--- src/hw/rtl/bsrt_pkg.sv ---
// types and constants of the bad sector remap table
`default_nettype none

package bsrt_pkg;

  // request kinds carried on the slave tuser
  typedef enum logic [1:0] {
    REQ_REMAP  = 2'd0,
    REQ_VERIFY = 2'd1,
    REQ_CLEAR  = 2'd2,
    REQ_PING   = 2'd3
  } req_e;

  // result codes carried on the master tuser
  typedef enum logic [2:0] {
    ST_REMAPPED     = 3'd0,
    ST_ALREADY      = 3'd1,
    ST_NO_SPARE     = 3'd2,
    ST_FOUND        = 3'd3,
    ST_NOT_REMAPPED = 3'd4,
    ST_CLEARED      = 3'd5,
    ST_PONG         = 3'd6
  } status_e;

  // configuration register map
  localparam int unsigned CFG_IDX_W = 8;
  localparam logic [CFG_IDX_W-1:0] REG_SPARE_BASE  = 8'd0;
  localparam logic [CFG_IDX_W-1:0] REG_SPARE_COUNT = 8'd1;

  localparam int unsigned SPARE_COUNT_W = 7;
  localparam logic [SPARE_COUNT_W-1:0] SPARE_COUNT_RESET = 7'd64;

  // controller to datapath
  typedef struct packed {
    logic accept;  // capture the incoming beat
    logic scan;    // walk the used entries
    logic finish;  // commit the result and update the table
  } dp_cmd_t;

  // datapath to controller
  typedef struct packed {
    logic hit;       // compared entry matches
    logic scan_end;  // nothing left to compare
    logic out_free;  // output register can take a result
  } dp_sts_t;

endpackage

`default_nettype wire

--- src/hw/rtl/bsrt_ctrl.sv ---
// controller state machine of the bad sector remap table
`default_nettype none

module bsrt_ctrl
  import bsrt_pkg::*;
(
  input  logic    clk_i,
  input  logic    rst_ni,
  input  logic    in_valid_i,
  output logic    in_ready_o,
  input  dp_sts_t sts_i,
  output dp_cmd_t cmd_o
);

  typedef enum logic [2:0] {
    S_IDLE   = 3'b001,
    S_SCAN   = 3'b010,
    S_FINISH = 3'b100
  } state_e;

  state_e state_q, state_d;

  always_comb begin
    state_d    = state_q;
    cmd_o      = '0;
    in_ready_o = (state_q == S_IDLE);
    case (state_q)
      S_IDLE: begin
        if (in_valid_i) begin
          cmd_o.accept = 1'b1;
          state_d      = S_SCAN;
        end
      end
      S_SCAN: begin
        cmd_o.scan = 1'b1;
        if (sts_i.hit || sts_i.scan_end) begin
          state_d = S_FINISH;
        end
      end
      S_FINISH: begin
        if (sts_i.out_free) begin
          cmd_o.finish = 1'b1;
          state_d      = S_IDLE;
        end
      end
      default: begin
        state_d = S_IDLE;
      end
    endcase
  end

  always_ff @(posedge clk_i or negedge rst_ni) begin
    if (!rst_ni) begin
      state_q <= S_IDLE;
    end else begin
      state_q <= state_d;
    end
  end

endmodule

`default_nettype wire

--- config.mk ---
export PLATFORM = sky130hd
export DESIGN_NAME = bsrt_ctrl
export DESIGN_NICKNAME = d
export VERILOG_FILES = /design/src/hw/rtl/bsrt_pkg.sv /design/src/hw/rtl/bsrt_ctrl.sv
export SDC_FILE = /design/constraint.sdc
export NUM_CORES = 1
export LEC_CHECK = 0
export BUFFER_PORTS_ARGS = -buffer_cell sky130_fd_sc_hd__buf_2
export CAP_MARGIN = 30
export CORE_AREA = 2 2 39 41
export DETAILED_ROUTE_END_ITERATION = 7
export DIE_AREA = 0 0 41 43
export MAX_ROUTING_LAYER = met4
export PLACE_DENSITY = 0.3
export SLEW_MARGIN = 0
export SYNTH_ARGS = -nofsm -noshare
export SYNTH_HDL_FRONTEND = slang
export SYNTH_SLANG_ARGS = --single-unit
--- constraint.sdc ---
create_clock -name clk_i -period 2.7 [get_ports clk_i]
set_input_delay 0.27 -clock clk_i [delete_from_list [all_inputs] [get_ports clk_i]]
set_output_delay 0.27 -clock clk_i [all_outputs]
set_load 0.1 [all_outputs]
* Yosys cells after proc, flatten, opt, wreduce, memory -nomap -nowiden
Cells that the tools add are included.
** Storage, ports and cells
- Register bits after elaboration :: 3
- Input port bits :: 6
- Output and inout port bits :: 4
- Logic and storage cells :: 18
** Cells by class
- Eq/ne operators :: 6
- Multiplexer cells :: 9
- Reduce and logical (&&, ||, !) cells :: 2
** Operator list (number)
- $mux W3 :: 3
- $pmux W3 S3 :: 1
- $ne A2 B2 Y1 const B :: 3
- $mux W1 :: 5
- $eq A3 B1 Y1 const B :: 1
- $eq A3 B2 Y1 const B :: 1
- $eq A3 B3 Y1 const B :: 1
- $reduce_and A3 Y1 :: 1
- $logic_or A1 B1 Y1 :: 1

* Logic depth before layout (Yosys ltp)
Gate-level depths: netlist of the first run.
- Depth after elaboration :: 3
- Depth in mapped cells :: 3
- Depth with buffers taken out :: 3

* Worst setup path after synthesis of the first run
OpenSTA, ideal clock, no wires.
- Kind :: register to output
- Start point :: register state_q[0]
- End point :: output cmd_o[2] in the netlist's numbering
- Data arrival time :: 2.704 ns
- Required time :: 2.430 ns
- Path slack :: -0.274 ns
- Cell stages (with the launch flop) :: 3
- Path buffers :: 0
- Cells stage by stage :: dfstp_2 > nor3b_2 > and2_1
** RTL lines
- from (decl) :: RTL line bsrt_ctrl.sv:21 : state_e state_q, state_d;
- from (signal assigned) :: RTL line bsrt_ctrl.sv:56 : state_q <= state_d;
- to (decl) :: RTL line bsrt_ctrl.sv:12 : output dp_cmd_t cmd_o

==> impl_results.rst, run 1 <==
.. list-table::
   :header-rows: 1

   * - Metric
     - Value
   * - Critical Setup Path Class
     - register to primary output
   * - Actual slew at the worst max-slew pin
     - 0.485 ns
   * - Wire length of the first global-routing pass
     - 545 µm
   * - Most area-hungry cell type in the Yosys netlist
     - sky130_fd_sc_hd__dfrtp_1
   * - Antenna fix cells
     - 0
   * - Reg-to-reg critical path startpoint
     - state_q[0]$_DFFE_PN1P_
   * - Worst-case clock skew
     - 0.00200 ns
   * - Overall via count from detail_route
     - 169
   * - Worst slew slack as a fraction of its limit
     - 67.9%
   * - Post-synth ARST share
     - 100%
   * - Die area
     - 0.00176 mm²
   * - Syn nets
     - 22
   * - WL/cell
     - 8.78 µm
   * - Warnings from Yosys
     - 0
   * - Number of global-route vias before repair
     - 143
   * - Number of H-tree levels
     - 1
   * - Max reg flops
     - 3
   * - Endpoint required time on the critical path
     - 2.43 ns
   * - Area of the placeable core
     - 0.00138 mm²
   * - Area grow syn2layout
     - 63.2%
   * - Category of the worst setup path launch point
     - register
   * - Final net count
     - 37
   * - I/O pin cnt
     - 10
   * - Sequential area share after synthesis
     - 44.9%
   * - Initial detailed-routing violation count
     - 0
   * - TritonCTS clock tree
     - built
   * - Maximum number of pins on one net before global-route repair
     - 8
   * - Total length of routed wires
     - 404 µm
   * - Run status
     - completed
   * - Final-layout setup total negative slack
     - 0 ns
   * - Biggest area contributors in the synthesized netlist
     - sky130_fd_sc_hd__dfrtp_1 (29%), sky130_fd_sc_hd__dfstp_2 (15%), sky130_fd_sc_hd__a21oi_1 (8.8%)
   * - FMAX
     - 542 MHz
   * - Synth Register Bits
     - 3
   * - Register name with the most flops
     - state_q
   * - Final weighted congestion in routability-driven placement
     - 0.643
   * - Min cycle time layout
     - 1.85 ns
   * - Insertion delay to the later sink of the worst-skew pair
     - 0.23 ns
   * - Final Hold Vio Count
     - 0
   * - Worst min-delay path category
     - primary input to register
   * - Initial core utilization
     - 12.3%
   * - Combinational family with the most area after synthesis
     - simple AND/OR/NAND/NOR gates
   * - Worst flop-to-flop path endpoint
     - state_q[1]$_DFFE_PN0P_
   * - Simple-gate area share of the yosys netlist
     - 41.9%
   * - DR pass1 iterations
     - 1
   * - Die width
     - 41 µm
   * - DIE HEIGHT
     - 43 µm
   * - Arrival time worst endpoint
     - 1.58 ns
   * - Cell count of the worst reg-to-reg path
     - 2
   * - Post-synthesis adder-cell area fraction
     - 0%
   * - Largest registers in the final layout
     - state_q (3)
   * - Launching instance or port of the critical path
     - state_q[0]$_DFFE_PN1P_
   * - Total routing resource utilization after global routing
     - 5.88%
   * - Peak fanout along the critical path
     - 7
   * - Buffer type at the clock tree root
     - sky130_fd_sc_hd__clkbuf_4
   * - HPWL after DPL
     - 305 µm
   * - Initial antenna violation count
     - 0
   * - Vias per std cell
     - 3.67
   * - Hold-fix buffers at CTS
     - 1
   * - Leading cell types by count after synthesis
     - sky130_fd_sc_hd__a21oi_1 (3), sky130_fd_sc_hd__dfrtp_1 (2), sky130_fd_sc_hd__nor2_1 (2)
   * - Post-Synthesis Mean Instance Area
     - 10.6 µm²
   * - Clock input transition at the sequential cells of the worst setup and hold paths
     - 0.04 ns
   * - Endpoint class of the critical path
     - primary output
   * - Share of the synthesized area in the top cell type
     - 29.4%
   * - Share of final-layout standard cells stronger than drive strength 1
     - 50.0%
   * - DRC Markers
     - 0
   * - Number of unique standard cell types used by synthesis
     - 12
   * - Max-cap violations
     - 0
   * - Max Slew Vio Count
     - 0
   * - Unrepaired setup endpoints after global routing
     - false
   * - Grt ovf
     - 0
   * - Number of standard-cell rows in the floorplan
     - 14
   * - Resized Gates After CTS
     - 0
   * - Port buffer count
     - 9
   * - Final antenna-violating net count
     - 0
   * - Synthesized area
     - 170 µm²
   * - Number of buffers inserted to repair setup after CTS
     - 0
   * - Post-synthesis cell count
     - 16
   * - XOR/XNOR Fraction of Synth Area
     - 0%
   * - Critical path capture point
     - cmd_o[2]
   * - Mux share of post-synthesis cell area
     - 0%
   * - Number of setup violations in the final report
     - 0
   * - Layout filler cell count
     - 155
   * - Most used flip-flop cell after synthesis
     - sky130_fd_sc_hd__dfrtp_1
   * - R2R Setup Slk
     - 1.55 ns
   * - Number of synthesized flops with an enable pin
     - 0
   * - Dominant cell by count in the synthesized netlist
     - sky130_fd_sc_hd__a21oi_1
   * - Sink count of the clock tree
     - 3
   * - Area fraction in compound gates after synthesis
     - 13.2%
   * - CTS Buffer Depth
     - 2
   * - Final worst-path cycle share
     - 68.4%
   * - TritonCTS buffer count
     - 3
==> critical path, cell delays in order (launching register included) <==
cell and delay, ns:
sky130_fd_sc_hd__dfstp_2 0.57, sky130_fd_sc_hd__nor3b_4 0.19, sky130_fd_sc_hd__and2_1 0.16, sky130_fd_sc_hd__buf_2 0.43
==> layout by cell type (no fill, tap or decap) <==
master                          netlist  layout
sky130_fd_sc_hd__dlygate4sd3_1        0       1
sky130_fd_sc_hd__and2_1               1       1
sky130_fd_sc_hd__a21oi_1              3       3
sky130_fd_sc_hd__o21bai_1             1       1
sky130_fd_sc_hd__clkbuf_1             0       1
sky130_fd_sc_hd__clkbuf_4             0       3
sky130_fd_sc_hd__and4bb_2             1       1
sky130_fd_sc_hd__dfstp_2              1       1
sky130_fd_sc_hd__or3b_1               1       1
sky130_fd_sc_hd__nand2b_1             1       1
sky130_fd_sc_hd__dfrtp_1              2       2
sky130_fd_sc_hd__nand3b_1             1       1
sky130_fd_sc_hd__buf_2                0       9
sky130_fd_sc_hd__or4b_1               1       1
sky130_fd_sc_hd__nor3b_4              0       1
sky130_fd_sc_hd__nor2_1               2       2
==> routing by layer <==
layer	vias up	routed length [µm]	track usage [%]
met5	-	0	-
met4	0	24	12.0
met3	4	40	1.57
met2	9	154	5.63
met1	70	185	5.83
li1	86	-	-
==> kinds of logic (layout without fill, tap and decap cells) <==
logic type,count (synthesis),after routing
AOI/OAI and AO/OA,4,4
buffers and inverters,0,14
DFF,3,3
and+or+nand+nor,9,9
==> worst min-delay path by stage <==
stage	startpoint	endpoint	slack (ns)	depth (start not counted)
finish	in_valid_i	state_q[0]$_DFFE_PN1P_	0.31	3
global route	in_valid_i	state_q[0]$_DFFE_PN1P_	0.33	3
CTS	in_valid_i	state_q[0]$_DFFE_PN1P_	0.31	3
detailed placement	rst_ni	state_q[2]$_DFFE_PN0P_	0.07	1
global placement	rst_ni	state_q[1]$_DFFE_PN0P_	0.06	1
floorplan	rst_ni	state_q[1]$_DFFE_PN0P_	-0.03	0
==> stage by stage <==
step / setup slack (ns) / cell area [µm²] / hold slack, ns / util [%] / std cells
3_5_place_dp: 1.09 / 241 / 0.0671 / 17.5 / 41
4_1_cts: 0.829 / 278 / 0.307 / 20.1 / 46
2_1_floorplan: 0.125 / 176 / -0.0256 / - / 16
3_3_place_gp: 1.09 / 241 / 0.0640 / 17.5 / 41
6_report: 0.854 / 278 / 0.313 / 20.1 / 46
5_1_grt: 0.772 / 278 / 0.332 / 20.1 / 46
==> cell type report <==
class                   instances  area [µm²]  share of cell area (%)
multi-input cells              13         100                    36.0
repair buffers                 10        55.1                    19.8
flip-flops and latches          3        76.3                    27.5
clock buffers                   4        26.3                    9.46
well taps                      16        20.0                    7.21
Power of run 1 is left out: the tool's default activity adds up to more than one toggle a clock period on the data nets, which glitch-free logic cannot reach.
==> run 2, diff against run 1 <==
--- a/config.mk
+++ b/config.mk
@@ -5,6 +5,7 @@
 export SDC_FILE = /design/constraint.sdc
 export NUM_CORES = 1
 export LEC_CHECK = 0
+export ABC_AREA = 1
 export BUFFER_PORTS_ARGS = -buffer_cell sky130_fd_sc_hd__buf_2
 export CAP_MARGIN = 30
 export CORE_AREA = 2 2 39 41
==> constraint.sdc (replaced) <==
create_clock -name clk_i -period 1.75 [get_ports clk_i]
set_input_delay 0.175 -clock clk_i [delete_from_list [all_inputs] [get_ports clk_i]]
set_output_delay 0.175 -clock clk_i [all_outputs]
set_load 0.1 [all_outputs]
==> run 2 against run 1 <==
- cell count up 24%
- sequential share of layout area down 3.7 points
- critical path type unchanged
- first-iteration DRC count up 6
- register-to-register slack worse by 0.82 ns
- flip-flop and latch count unchanged
- critical endpoint is now in_ready_o
- global-route usage up 2.7 points
- utilization up 3.2 points
- critical path depth unchanged
- synthesized cell count up 69%
- clock-buffer cell count unchanged
- final area up 16%
==> impl_results.rst, run 2 <==
.. list-table::
   :header-rows: 1

   * - Metric
     - Value
   * - Run status
     - completed (unchanged)
   * - Crit path largest cell delay
     - 0.59 ns (was 0.57 ns)
   * - Largest registers in the final layout
     - state_q (3) (unchanged)
   * - Port buffer count
     - 9 (unchanged)
   * - Initial core utilization
     - 14.5% (was 12.3%)
   * - Final weighted congestion in routability-driven placement
     - 0.648 (was 0.643)
   * - Biggest area contributors in the synthesized netlist
     - sky130_fd_sc_hd__dfrtp_1 (25%), sky130_fd_sc_hd__dfstp_2 (13%), sky130_fd_sc_hd__nand3_2 (10%) (was sky130_fd_sc_hd__dfrtp_1 (29%), sky130_fd_sc_hd__dfstp_2 (15%), sky130_fd_sc_hd__a21oi_1 (8.8%))
   * - Share of final-layout standard cells stronger than drive strength 1
     - 58.5% (was 50.0%)
   * - Endpoint class of the critical path
     - primary output (unchanged)
   * - Worst flop-to-flop path endpoint
     - state_q[0]$_DFFE_PN1P_ (was state_q[1]$_DFFE_PN0P_)
   * - Depth of the critical timing path with buffers and inverters included
     - 3 (unchanged)
   * - Total routing resource utilization after global routing
     - 8.55% (was 5.88%)
   * - Initial antenna violation count
     - 0 (unchanged)
   * - Number of H-tree levels
     - 1 (unchanged)
   * - Reg-to-reg critical path startpoint
     - state_q[0]$_DFFE_PN1P_ (unchanged)
   * - Initial detailed-routing violation count
     - 6 (was 0)
   * - Unrepaired setup endpoints after global routing
     - false (unchanged)
   * - DR pass1 iterations
     - 4 (was 1)
   * - List of cells traversed by the critical path
     - nand3_2 > inv_2 > buf_2 (was nor3b_4 > and2_1 > buf_2)
   * - Warnings from Yosys
     - 0 (unchanged)
   * - Arrival time worst endpoint
     - 1.45 ns (was 1.58 ns)
   * - Overall via count from detail_route
     - 206 (was 169)
   * - DIE HEIGHT
     - 43 µm (unchanged)
   * - Final net count
     - 48 (was 37)
   * - Min cycle time layout
     - 1.62 ns
   * - Post-synth ARST share
     - 100% (unchanged)
   * - FMAX
     - 616 MHz
   * - Area grow syn2layout
     - 60.6% (was 63.2%)
   * - Sink count of the clock tree
     - 3 (unchanged)
   * - Clock input transition at the sequential cells of the worst setup and hold paths
     - 0.04 ns (about the same)
   * - Max Slew Vio Count
     - 0 (unchanged)
   * - Final Hold Vio Count
     - 0 (unchanged)
   * - Number of buffers inserted to repair setup after CTS
     - 0 (unchanged)
   * - Cell count of the worst reg-to-reg path
     - 3 (was 2)
   * - Syn nets
     - 33 (was 22)
   * - Grt ovf
     - 0 (unchanged)
   * - TritonCTS clock tree
     - built (unchanged)
   * - Actual slew at the worst max-slew pin
     - 0.489 ns (was 0.485 ns)
   * - Share of the synthesized area in the top cell type
     - 25.0% (was 29.4%)
   * - Worst slew slack as a fraction of its limit
     - 67.6% (was 67.9%)
   * - Seq. cell area
     - 76.3 µm² (unchanged)
   * - Final antenna-violating net count
     - 0 (unchanged)
   * - Register name with the most flops
     - state_q (unchanged)
   * - Number of global-route vias before repair
     - 210 (was 143)
   * - Final-layout setup total negative slack
     - 0 ns (unchanged)
   * - Critical Setup Path Class
     - register to primary output (unchanged)
   * - Insertion delay to the later sink of the worst-skew pair
     - 0.23 ns (about the same)
   * - Critical path capture point
     - in_ready_o (was cmd_o[2])
   * - Post-synthesis cell count
     - 27 (was 16)
   * - Total length of routed wires
     - 492 µm (was 404 µm)
   * - Number of buffers and inverters on the critical path
     - 2 (was 1)
   * - CTS Buffer Depth
     - 2 (unchanged)
   * - Post-Synthesis Mean Instance Area
     - 7.41 µm² (was 10.6 µm²)
   * - Max-cap violations
     - 0 (unchanged)
   * - Antenna fix cells
     - 0 (unchanged)
   * - I/O pin cnt
     - 10 (unchanged)
   * - Peak fanout along the critical path
     - 5 (was 7)
   * - Worst-case clock skew
     - 0.00168 ns (was 0.00200 ns)
   * - Area of the placeable core
     - 0.00138 mm² (unchanged)
   * - Number of standard-cell rows in the floorplan
     - 14 (unchanged)
   * - DRC Markers
     - 0 (unchanged)
   * - Crit path max-delay cell type
     - sky130_fd_sc_hd__dfstp_2 (unchanged)
   * - Max reg flops
     - 3 (unchanged)
   * - Number of synthesized flops with an enable pin
     - 0 (unchanged)
   * - Launching instance or port of the critical path
     - state_q[0]$_DFFE_PN1P_ (unchanged)
   * - Multi-input gate area
     - 115 µm² (was 100 µm²)
   * - Most frequent cells in the layout
     - sky130_fd_sc_hd__buf_2 (8), sky130_fd_sc_hd__inv_2 (4), sky130_fd_sc_hd__clkbuf_4 (4) (was sky130_fd_sc_hd__buf_2 (9), sky130_fd_sc_hd__a21oi_1 (3), sky130_fd_sc_hd__clkbuf_4 (3))
   * - Synth Register Bits
     - 3 (unchanged)
   * - Layout filler cell count
     - 155 (unchanged)
   * - WL/cell
     - 8.63 µm (was 8.78 µm)
   * - Category of the worst setup path launch point
     - register (unchanged)
   * - Sequential area share after synthesis
     - 38.1% (was 44.9%)
   * - CP delay by family, top
     - flip-flops (unchanged)
   * - Die area
     - 0.00176 mm² (unchanged)
   * - Most used flip-flop cell after synthesis
     - sky130_fd_sc_hd__dfrtp_1 (unchanged)
   * - Maximum number of pins on one net before global-route repair
     - 6 (was 8)
   * - Leading cell types by count after synthesis
     - sky130_fd_sc_hd__inv_2 (4), sky130_fd_sc_hd__nor2_1 (4), sky130_fd_sc_hd__inv_1 (3), sky130_fd_sc_hd__nand2_1 (3) (was sky130_fd_sc_hd__a21oi_1 (3), sky130_fd_sc_hd__dfrtp_1 (2), sky130_fd_sc_hd__nor2_1 (2))
   * - Worst min-delay path category
     - primary input to register (unchanged)
   * - Number of unique standard cell types used by synthesis
     - 15 (was 12)
   * - Buffer type at the clock tree root
     - sky130_fd_sc_hd__clkbuf_4 (unchanged)
   * - Most area-hungry cell type in the Yosys netlist
     - sky130_fd_sc_hd__dfrtp_1 (unchanged)
   * - TritonCTS buffer count
     - 3 (unchanged)
   * - Most frequent standard cell in the layout excluding fill and tap cells
     - sky130_fd_sc_hd__buf_2 (unchanged)
   * - Number of setup violations in the final report
     - 0 (unchanged)
   * - Vias per std cell
     - 3.61 (was 3.67)
   * - Final worst-path cycle share
     - 92.7%
   * - Wire length of the first global-routing pass
     - 869 µm (was 545 µm)
   * - Die width
     - 41 µm (unchanged)
   * - R2R Setup Slk
     - 0.73 ns (was 1.55 ns)
   * - HPWL after DPL
     - 392 µm (was 305 µm)
   * - Number of cells on the worst hold path
     - 4 (was 3)
   * - Synthesized area
     - 200 µm² (was 170 µm²)
   * - Endpoint required time on the critical path
     - 1.57 ns (was 2.43 ns)
-- run 2: cell count changes in the layout (fill, tap and decap cells not counted), sizes merged, moves of 2 or more --
cell	change
nor2	+3
nand3	+3
inv	+7
a21oi	-2
nand2	+4
-- run 2: area by class of cell --
cell class              instances  area share, %
clock buffers                   4           8.17
inverters                       7           8.17
repair buffers                 10           17.9
multi-input cells              17           35.8
flip-flops and latches          3           23.7
well taps                      16           6.23
-- run 2: worst min-delay path by stage --
stage                           from                      to
after CTS                 in_valid_i  state_q[0]$_DFFE_PN1P_
final                       sts_i[2]  state_q[1]$_DFFE_PN0P_
after detailed placement      rst_ni  state_q[2]$_DFFE_PN0P_
after global placement        rst_ni  state_q[2]$_DFFE_PN0P_
after floorplan               rst_ni  state_q[1]$_DFFE_PN0P_
after global routing      in_valid_i  state_q[0]$_DFFE_PN1P_
-- run 2: metrics by stage --
| stage | hold WS, ns | setup slack, ns | instance area, µm² | utilization, % | instances |
|---|---|---|---|---|---|
| 6_report | 0.238 | 0.128 | 322 | 23.2 | 57 |
| 4_1_cts | 0.236 | 0.0644 | 319 | 23.1 | 57 |
| 2_1_floorplan | -0.121 | 0.0622 | 218 | - | 27 |
| 5_1_grt | 0.239 | 0.0598 | 322 | 23.2 | 57 |
| 3_3_place_gp | -0.0283 | 0.337 | 283 | 20.4 | 52 |
| 3_5_place_dp | -0.0255 | 0.324 | 283 | 20.4 | 52 |
-- run 2: worst min-delay path, cell delays in order --
cell and delay [ns]:
sky130_fd_sc_hd__buf_2 0.07, sky130_fd_sc_hd__nor2_1 0.04, sky130_fd_sc_hd__nand3_2 0.08, sky130_fd_sc_hd__o21ai_1 0.06
-- run 2: timing repair --
item                                    4_1_cts  5_1_grt
endpoints found under the hold margin         3        0
hold buffers                                  1        0
resized for setup                             0        1
endpoints found under the setup margin        0        1
-- run 2: cell families (layout without fill, tap and decap cells) --
logic type,Yosys count,count (layout),synth area share (%)
DFF,3,3,38.1
AOI/OAI and AO/OA,3,3,10.6
and+or+nand+nor,14,14,38.1
buffers and inverters,7,21,13.1
-- run 2: metal layers --
metal / GRT usage, % / wire length [µm] / part of all wire (%) / vias up
met3: 6.28 / 17 / 3.5 / 0
met4: 8.00 / 0 / 0 / 0
met2: 10.3 / 254 / 52 / 5
li1: - / - / - / 111
met1: 8.39 / 221 / 45 / 90
met5: - / 0 / 0 / -
Power of run 2 is left out for the same reason.
==> run 3, diff against run 2 <==
--- a/config.mk
+++ b/config.mk
@@ -6,11 +6,11 @@
 export NUM_CORES = 1
 export LEC_CHECK = 0
 export ABC_AREA = 1
-export BUFFER_PORTS_ARGS = -buffer_cell sky130_fd_sc_hd__buf_2
 export CAP_MARGIN = 30
 export CORE_AREA = 2 2 39 41
 export DETAILED_ROUTE_END_ITERATION = 7
 export DIE_AREA = 0 0 41 43
+export DONT_BUFFER_PORTS = 1
 export MAX_ROUTING_LAYER = met4
 export PLACE_DENSITY = 0.3
 export SLEW_MARGIN = 0
==> run 3 against run 2 <==
- sequential share of layout area is 2.0 points higher
- fmax is 4.7% higher
- clock skew shrank 0.0012 ns
- worst hold slack got worse by 0.10 ns
- critical endpoint is now cmd_o[2]
==> impl_results.rst, run 3 (synthesized netlist as in run 2, its figures left out) <==
.. list-table::
   :header-rows: 1

   * - Metric
     - Value
   * - Run status
     - completed (unchanged)
   * - Register name with the most flops
     - state_q (unchanged)
   * - Final antenna-violating net count
     - 0 (unchanged)
   * - Worst slew slack as a fraction of its limit
     - 69.7% (was 67.6%)
   * - Standard cell area after detailed placement
     - 260 µm² (was 283 µm²)
   * - Final worst-path cycle share
     - 88.5% (was 92.7%)
   * - Critical Setup Path Class
     - register to primary output (unchanged)
   * - Wire length of the first global-routing pass
     - 738 µm (was 869 µm)
   * - Area grow syn2layout
     - 48.1% (was 60.6%)
   * - Most frequent standard cell in the layout excluding fill and tap cells
     - sky130_fd_sc_hd__inv_2 (was sky130_fd_sc_hd__buf_2)
   * - Arrival time worst endpoint
     - 1.37 ns (was 1.45 ns)
   * - TritonCTS clock tree
     - built (unchanged)
   * - Port buffer count
     - 0 (was 9)
   * - FMAX
     - 646 MHz (was 616 MHz)
   * - Final net count
     - 42 (was 48)
   * - Max Slew Vio Count
     - 0 (unchanged)
   * - Share of final-layout standard cells stronger than drive strength 1
     - 51.4% (was 58.5%)
   * - DRC Markers
     - 0 (unchanged)
   * - Multi-input gate area
     - 115 µm² (unchanged)
   * - Die width
     - 41 µm (unchanged)
   * - Final-layout setup total negative slack
     - 0 ns (unchanged)
   * - Place WS
     - 0.442 ns (was 0.324 ns)
   * - Min cycle time layout
     - 1.55 ns (was 1.62 ns)
   * - Peak fanout along the critical path
     - 5 (unchanged)
   * - Total routing resource utilization after global routing
     - 6.90% (was 8.55%)
   * - Final Hold Vio Count
     - 0 (unchanged)
   * - Max-cap violations
     - 0 (unchanged)
   * - Initial core utilization
     - 14.5% (unchanged)
   * - Largest registers in the final layout
     - state_q (3) (unchanged)
   * - Max reg flops
     - 3 (unchanged)
   * - Layout filler cell count
     - 165 (was 155)
   * - Final hold slack
     - 0.138 ns (was 0.238 ns)
   * - Final weighted congestion in routability-driven placement
     - 0.728 (was 0.648)
   * - Insertion delay to the later sink of the worst-skew pair
     - 0.23 ns (about the same)
   * - Number of global-route vias before repair
     - 210 (unchanged)
   * - Sink count of the clock tree
     - 3 (unchanged)
   * - Unrepaired setup endpoints after global routing
     - false (unchanged)
   * - Antenna fix cells
     - 0 (unchanged)
   * - I/O pin cnt
     - 10 (unchanged)
   * - Actual slew at the worst max-slew pin
     - 0.454 ns (was 0.489 ns)
   * - Endpoint class of the critical path
     - primary output (unchanged)
   * - Category of the worst setup path launch point
     - register (unchanged)
   * - Area of the placeable core
     - 0.00138 mm² (unchanged)
   * - Number of setup violations in the final report
     - 0 (unchanged)
   * - HPWL after DPL
     - 347 µm (was 392 µm)
   * - Total length of routed wires
     - 402 µm (was 492 µm)
   * - Vias per std cell
     - 3.80 (was 3.61)
   * - Worst-case clock skew
     - 0.000443 ns (was 0.00168 ns)
   * - WL/cell
     - 7.88 µm (was 8.63 µm)
   * - TritonCTS buffer count
     - 3 (unchanged)
   * - Maximum number of pins on one net before global-route repair
     - 6 (unchanged)
   * - Grt ovf
     - 0 (unchanged)
   * - Initial detailed-routing violation count
     - 0 (was 6)
   * - Number of H-tree levels
     - 1 (unchanged)
   * - Buffer type at the clock tree root
     - sky130_fd_sc_hd__clkbuf_4 (unchanged)
   * - Seq. cell area
     - 76.3 µm² (unchanged)
   * - Non-Filler Cell Area, Final
     - 297 µm² (was 322 µm²)
   * - Initial antenna violation count
     - 0 (unchanged)
   * - Number of standard-cell rows in the floorplan
     - 14 (unchanged)
   * - Worst-case setup margin in the final layout
     - 0.201 ns (was 0.128 ns)
   * - Overall via count from detail_route
     - 194 (was 206)
   * - Resized Gates After CTS
     - 0 (unchanged)
   * - Worst min-delay path category
     - primary input to register (unchanged)
   * - CTS Buffer Depth
     - 2 (unchanged)
   * - DIE HEIGHT
     - 43 µm (unchanged)
   * - Die area
     - 0.00176 mm² (unchanged)
   * - Clock input transition at the sequential cells of the worst setup and hold paths
     - 0.04 ns (about the same)
   * - DR pass1 iterations
     - 1 (was 4)
   * - Endpoint required time on the critical path
     - 1.57 ns (about the same)
==> run 3: changes by cell type in the layout (fill, tap and decap cells not counted) <==
cell / delta
sky130_fd_sc_hd__buf_2: -8
sky130_fd_sc_hd__clkbuf_4: -1
sky130_fd_sc_hd__buf_4: +3
==> run 3: timing repair <==
action	in CTS	in global routing
setup buffers	0	0
endpoints found under the hold margin	3	0
hold buffers	1	0
==> run 3: per-stage QoR <==
step,util (%),instances
final,21.4,51
after global routing,21.4,51
after CTS,21.4,51
after detailed placement,18.8,46
after global placement,18.8,46
after floorplan,-,27
==> run 3: path summary, 6_finish.rpt <==
path	from	endpoint	slack [ns]	depth (start not counted)
hold / removal	in_valid_i	state_q[0]$_DFFE_PN1P_	0.14	2
max in group asynchronous	rst_ni	state_q[0]$_DFFE_PN1P_	1.33	1
setup reg to reg	state_q[0]$_DFFE_PN1P_	state_q[0]$_DFFE_PN1P_	0.73	3
min in group asynchronous	rst_ni	state_q[1]$_DFFE_PN0P_	0.20	1
setup / recovery	state_q[0]$_DFFE_PN1P_	cmd_o[2]	0.20	3
hold reg to reg	state_q[2]$_DFFE_PN0P_	state_q[1]$_DFFE_PN0P_	0.63	3
==> run 3: layer usage <==
layer / global-route usage (%) / part of all wire [%]
met5: - / 0
met4: 10.0 / 0
met3: 0 / 4.7
met2: 10.0 / 57
met1: 6.45 / 38
==> run 3: final cells by class <==
| class | count | share of cell area (%) |
|---|---|---|
| multi-input combinational | 17 | 38.8 |
| sequential | 3 | 25.7 |
| timing repair buffer | 4 | 11.0 |
| clock buffer | 4 | 8.86 |
| inverter | 7 | 8.86 |
| tap | 16 | 6.75 |
==> run 3: worst max-delay path, stage by stage, from the launching register on <==
cell and delay, ns:
sky130_fd_sc_hd__dfstp_2 0.59, sky130_fd_sc_hd__nand3_2 0.15, sky130_fd_sc_hd__nor2_2 0.11, sky130_fd_sc_hd__buf_4 0.29
Power of run 3 is left out for the same reason.
